==> src/rtl/core/ukvt_pkg.sv <==
// Shared constants, command codes, operation classes and width helpers of the key/value table.
package ukvt_pkg;

    localparam int CAPACITY_DEF    = 256;
    localparam int KEY_WIDTH_DEF   = 32;
    localparam int VALUE_WIDTH_DEF = 32;
    localparam int CMD_W           = 3;
    localparam int POS_W           = 8;
    localparam int QUEUE_DEPTH     = 2;

    localparam logic [CMD_W-1:0] CMD_INSERT = CMD_W'(0);
    localparam logic [CMD_W-1:0] CMD_UPDATE = CMD_W'(1);
    localparam logic [CMD_W-1:0] CMD_UPSERT = CMD_W'(2);
    localparam logic [CMD_W-1:0] CMD_ERASE  = CMD_W'(3);
    localparam logic [CMD_W-1:0] CMD_LOOKUP = CMD_W'(4);
    localparam logic [CMD_W-1:0] CMD_READ   = CMD_W'(5);

    typedef enum logic [2:0] {
        CLS_INSERT,
        CLS_UPDATE,
        CLS_UPSERT,
        CLS_ERASE,
        CLS_LOOKUP,
        CLS_READ,
        CLS_REJECT
    } op_cls_t;

    localparam int CLS_W = $bits(op_cls_t);

    function automatic int idx_width(input int n);
        return (n > 1) ? $clog2(n) : 1;
    endfunction

    function automatic int cnt_width(input int n);
        return $clog2(n + 1);
    endfunction

    function automatic int item_width(input int kw, input int vw);
        return CLS_W + kw + vw + POS_W;
    endfunction

endpackage

==> src/rtl/core/ukvt_queue.sv <==
// Short first-in first-out queue between the command front end and the execution back end.
module ukvt_queue #(
    parameter int  WIDTH = 32,
    parameter int  DEPTH = ukvt_pkg::QUEUE_DEPTH,
    localparam int PTR_W = ukvt_pkg::idx_width(DEPTH),
    localparam int LVL_W = ukvt_pkg::cnt_width(DEPTH)
) (
    input  logic             clk,
    input  logic             rst_n,
    input  logic             push_valid,
    output logic             push_ready,
    input  logic [WIDTH-1:0] push_data,
    output logic             pop_valid,
    input  logic             pop_ready,
    output logic [WIDTH-1:0] pop_data
);

    logic [WIDTH-1:0] entries_reg [DEPTH];
    logic [PTR_W-1:0] wr_ptr_reg;
    logic [PTR_W-1:0] wr_ptr_next;
    logic [PTR_W-1:0] rd_ptr_reg;
    logic [PTR_W-1:0] rd_ptr_next;
    logic [LVL_W-1:0] level_reg;
    logic [LVL_W-1:0] level_next;
    logic             push;
    logic             pop;

    assign push_ready = (level_reg != LVL_W'(DEPTH));
    assign pop_valid  = (level_reg != '0);
    assign pop_data   = entries_reg[rd_ptr_reg];
    assign push       = push_valid && push_ready;
    assign pop        = pop_valid && pop_ready;

    always_comb
    begin
        wr_ptr_next = wr_ptr_reg;
        rd_ptr_next = rd_ptr_reg;
        level_next  = level_reg;
        if (push)
        begin
            wr_ptr_next = (wr_ptr_reg == PTR_W'(DEPTH - 1)) ? '0 : wr_ptr_reg + 1'b1;
        end
        if (pop)
        begin
            rd_ptr_next = (rd_ptr_reg == PTR_W'(DEPTH - 1)) ? '0 : rd_ptr_reg + 1'b1;
        end
        if (push && !pop)
        begin
            level_next = level_reg + 1'b1;
        end
        else if (pop && !push)
        begin
            level_next = level_reg - 1'b1;
        end
    end

    always_ff @(posedge clk or negedge rst_n)
    begin
        if (!rst_n)
        begin
            wr_ptr_reg <= '0;
            rd_ptr_reg <= '0;
            level_reg  <= '0;
        end
        else
        begin
            wr_ptr_reg <= wr_ptr_next;
            rd_ptr_reg <= rd_ptr_next;
            level_reg  <= level_next;
        end
    end

    always_ff @(posedge clk)
    begin
        if (push)
        begin
            entries_reg[wr_ptr_reg] <= push_data;
        end
    end

endmodule

==> config.mk <==
export PLATFORM = sky130hd
export DESIGN_NAME = ukvt_queue
export DESIGN_NICKNAME = d
export VERILOG_FILES = /design/src/rtl/core/ukvt_pkg.sv /design/src/rtl/core/ukvt_queue.sv
export SDC_FILE = /design/constraint.sdc
export NUM_CORES = 1
export LEC_CHECK = 0
export ABC_AREA = 0
export BUFFER_PORTS_ARGS = -buffer_cell sky130_fd_sc_hd__buf_2
export CAP_MARGIN = 15
export CELL_PAD_IN_SITES_DETAIL_PLACEMENT = 1
export CELL_PAD_IN_SITES_GLOBAL_PLACEMENT = 2
export CORE_UTILIZATION = 34
export DETAILED_ROUTE_END_ITERATION = 12
export PLACE_DENSITY_LB_ADDON = 0.1
export SETUP_SLACK_MARGIN = 0.2
export SLEW_MARGIN = 40
export SYNTH_ARGS = -nofsm -noshare
export SYNTH_HDL_FRONTEND = slang
export SYNTH_SLANG_ARGS = --single-unit
export TNS_END_PERCENT = 1
==> constraint.sdc <==
create_clock -name clk -period 2.45 [get_ports clk]
set_input_delay 0.245 -clock clk [delete_from_list [all_inputs] [get_ports clk]]
set_output_delay 0.245 -clock clk [all_outputs]
set_load 0.05 [all_outputs]
==> impl_metrics.env <==
export IMPL_cap_violations=0
export IMPL_drive_gt1_share_pct=59.8
export IMPL_grtUsageTotal_pct=12.1
export IMPL_ir_drop_mv=0.521
export IMPL_crit_path_start_kind="flop"
export IMPL_layout_min_cycle_time_ns=1.83
export IMPL_synthTopCellsByArea="edfxtp_1 (72%), mux2_4 (16%), dfrtp_1 (3.8%)"
export IMPL_numCtsBuffers=9
export IMPL_synth_top_cell_by_area="edfxtp_1"
export IMPL_hold_path_class="input pin to flop"
export IMPL_cts_hold_buf=1
export IMPL_hold_viol=0
export IMPL_path_max_fanout=17
export IMPL_rsz0062_at_grt="no"
export IMPL_synthFlopType="edfxtp_1"
export IMPL_diodes=0
export IMPL_p_per_area_nw_per_um2=1380
export IMPL_async_flop_share_pct=5.88
export IMPL_ctsRootBufferMaster="clkbuf_8"
export IMPL_drc=0
export IMPL_nNetsFinal=236
export IMPL_ys_ff_latch=68
export IMPL_num_vias=1299
export IMPL_routabilityCongestion=0.645
export IMPL_core_area_sq_um=7410
export IMPL_fin_worst_skew_ns=0.00602
export IMPL_path_class="flop to primary output"
export IMPL_via_per_inst=4.29
export IMPL_yosys_top_cells_count="edfxtp_1 (64), mux2_4 (29), dfrtp_1 (4)"
export IMPL_dieArea_sq_um=8180
export IMPL_tns_ns=0
export IMPL_status="finished clean"
export IMPL_design_area_sq_um=3280
export IMPL_p_total_mw=4.54
export IMPL_synth_top_cell_area_share_pct=72.3
export IMPL_synthCells=118
export IMPL_cts_path_max_buffers=2
export IMPL_maxSlewViolCount=0
export IMPL_clkTransAtPathRegs_ns=0.07
export IMPL_synth_nets=155
export IMPL_largest_reg_flops=64
export IMPL_dpl_hpwl_microns=3400
export IMPL_grt_pass1_wl_microns=7250
export IMPL_synth_most_common_cell="edfxtp_1"
export IMPL_postCtsSetupRepairBufs=0
export IMPL_overflow=0
export IMPL_crit_path_end_kind="primary output"
export IMPL_io_buffers=69
export IMPL_detail_route_wl_per_cell_microns=15.4
export IMPL_synth_enable_flop_cells=64
export IMPL_grt_pass1_vias=1450
export IMPL_max_freq_mhz=546
export IMPL_totalWireLength_microns=4670
export IMPL_firstDrtPassIters=4
export IMPL_die_y_microns=90.4
export IMPL_row_count=31
export IMPL_seq_area_frac_synth_pct=76.0
export IMPL_yosysWarnings=0
export IMPL_grt_start_max_net_pins=21
export IMPL_ys_types=16
export IMPL_critPathRequiredTime_ns=2.20
export IMPL_antenna_found_initial=0
export IMPL_tightest_slew_ns=0.479
export IMPL_dieWidth_microns=90.4
export IMPL_dp_cells=286
export IMPL_cts_repair_resized=0
export IMPL_clock_sinks=68
export IMPL_clk_latency_ns=0.33
export IMPL_instances_no_fill=303
export IMPL_path_cells="buf_4 > mux2_2 > buf_2"
export IMPL_io_pins=70
export IMPL_drt_iter0_markers=77
export IMPL_synth_avg_cell_area_sq_um=22.5
export IMPL_leakage_nw=1.31
export IMPL_cpMaxStageDelayCell="mux2_2"
export IMPL_fin_util_pct=44.3
export IMPL_ant_nets=0
export IMPL_detailed_place_area_sq_um=3110
export IMPL_start_util_pct=35.9
export IMPL_area_delta_synth_final_pct=23.3
export IMPL_min_period_over_period_pct=74.7
export IMPL_maxSlewHeadroom_pct=68.1
export IMPL_netlist_area_sq_um=2660
export IMPL_cpPeakStageDelay_ns=0.39
export IMPL_cp_arrival_ns=1.59
export IMPL_setup_viol=0
export IMPL_ctsHtreeMaxLevel=3
export IMPL_cts_tree="done"
==> final cells by class <==
type | count | area [sq um]
multi-input cells | 45 | 571
fillers | 749 | 4130
inverters | 1 | 3.75
clock buffers | 11 | 131
well taps | 99 | 124
flip-flops and latches | 68 | 2020
repair buffers | 74 | 398
clock inverters | 5 | 28.8
==> path summary, 6_finish.rpt <==
| check | to | slack (ns) | start | depth (start not counted) |
|---|---|---|---|---|
| setup / recovery | pop_data[11] | 0.62 | rd_ptr_reg | 3 |
| setup reg to reg | entries_reg[1][5] | 0.73 | level_reg[0] | 3 |
| hold reg to reg | level_reg[1] | 0.52 | level_reg[1] | 1 |
| hold / removal | entries_reg[0][29] | 0.11 | push_data[29] | 1 |
| max in group asynchronous | rd_ptr_reg | 2.06 | rst_n | 2 |
| min in group asynchronous | wr_ptr_reg | 0.25 | rst_n | 2 |
==> placed cells by master (no fill, tap or decap), drive strengths merged <==
master	instances
buf	73
edfxtp	64
mux2	32
clkbuf	11
dfrtp	4
xnor2	3
clkinv	3
xor2	2
clkinvlp	2
nand2	2
nor2	2
nand2b	1
inv	1
or2	1
and3	1
ha	1
dlygate4sd3	1
==> through the flow <==
step / hold WS [ns] / worst slack, ns
after global placement: 0.0535 / 0.788
after floorplan: -0.0506 / 0.278
after CTS: 0.0826 / 0.580
after global routing: 0.0795 / 0.563
after detailed placement: 0.0585 / 0.708
final: 0.107 / 0.619
==> worst max-delay path, delay by kind of cell (launching register included) <==
kind     cells  cell delay (ns)
buf+inv      2             0.52
flops        1             0.35
mux          1             0.39
==> logic make-up after synthesis <==
family	Yosys count	share of synthesized area, %
adder cells (fa/ha/maj)	1	0.471
buffers and inverters	5	2.82
AND/OR/NAND/NOR	7	1.37
XOR/XNOR	5	1.65
multiplexers	32	17.6
flip-flops	68	76.0
==> layer usage <==
layer	part of all wire (%)	GRT usage, %	wire length (microns)
met5	0	0	0
met4	1.1	6.45	52
met3	4.3	3.62	200
met1	38	12.4	1770
met2	57	22.2	2650
==> where the power goes <==
part / leakage [nW] / internal (mW) / switching (mW) / total [mW]
registers: 0.640 / 1.60 / 0.0921 / 1.69
logic: 0.598 / 0.683 / 1.42 / 2.10
clock network: 0.0768 / 0.360 / 0.385 / 0.746
total: 1.31 / 2.64 / 1.90 / 4.54
Note: power is estimated with default switching activity, not from simulation.
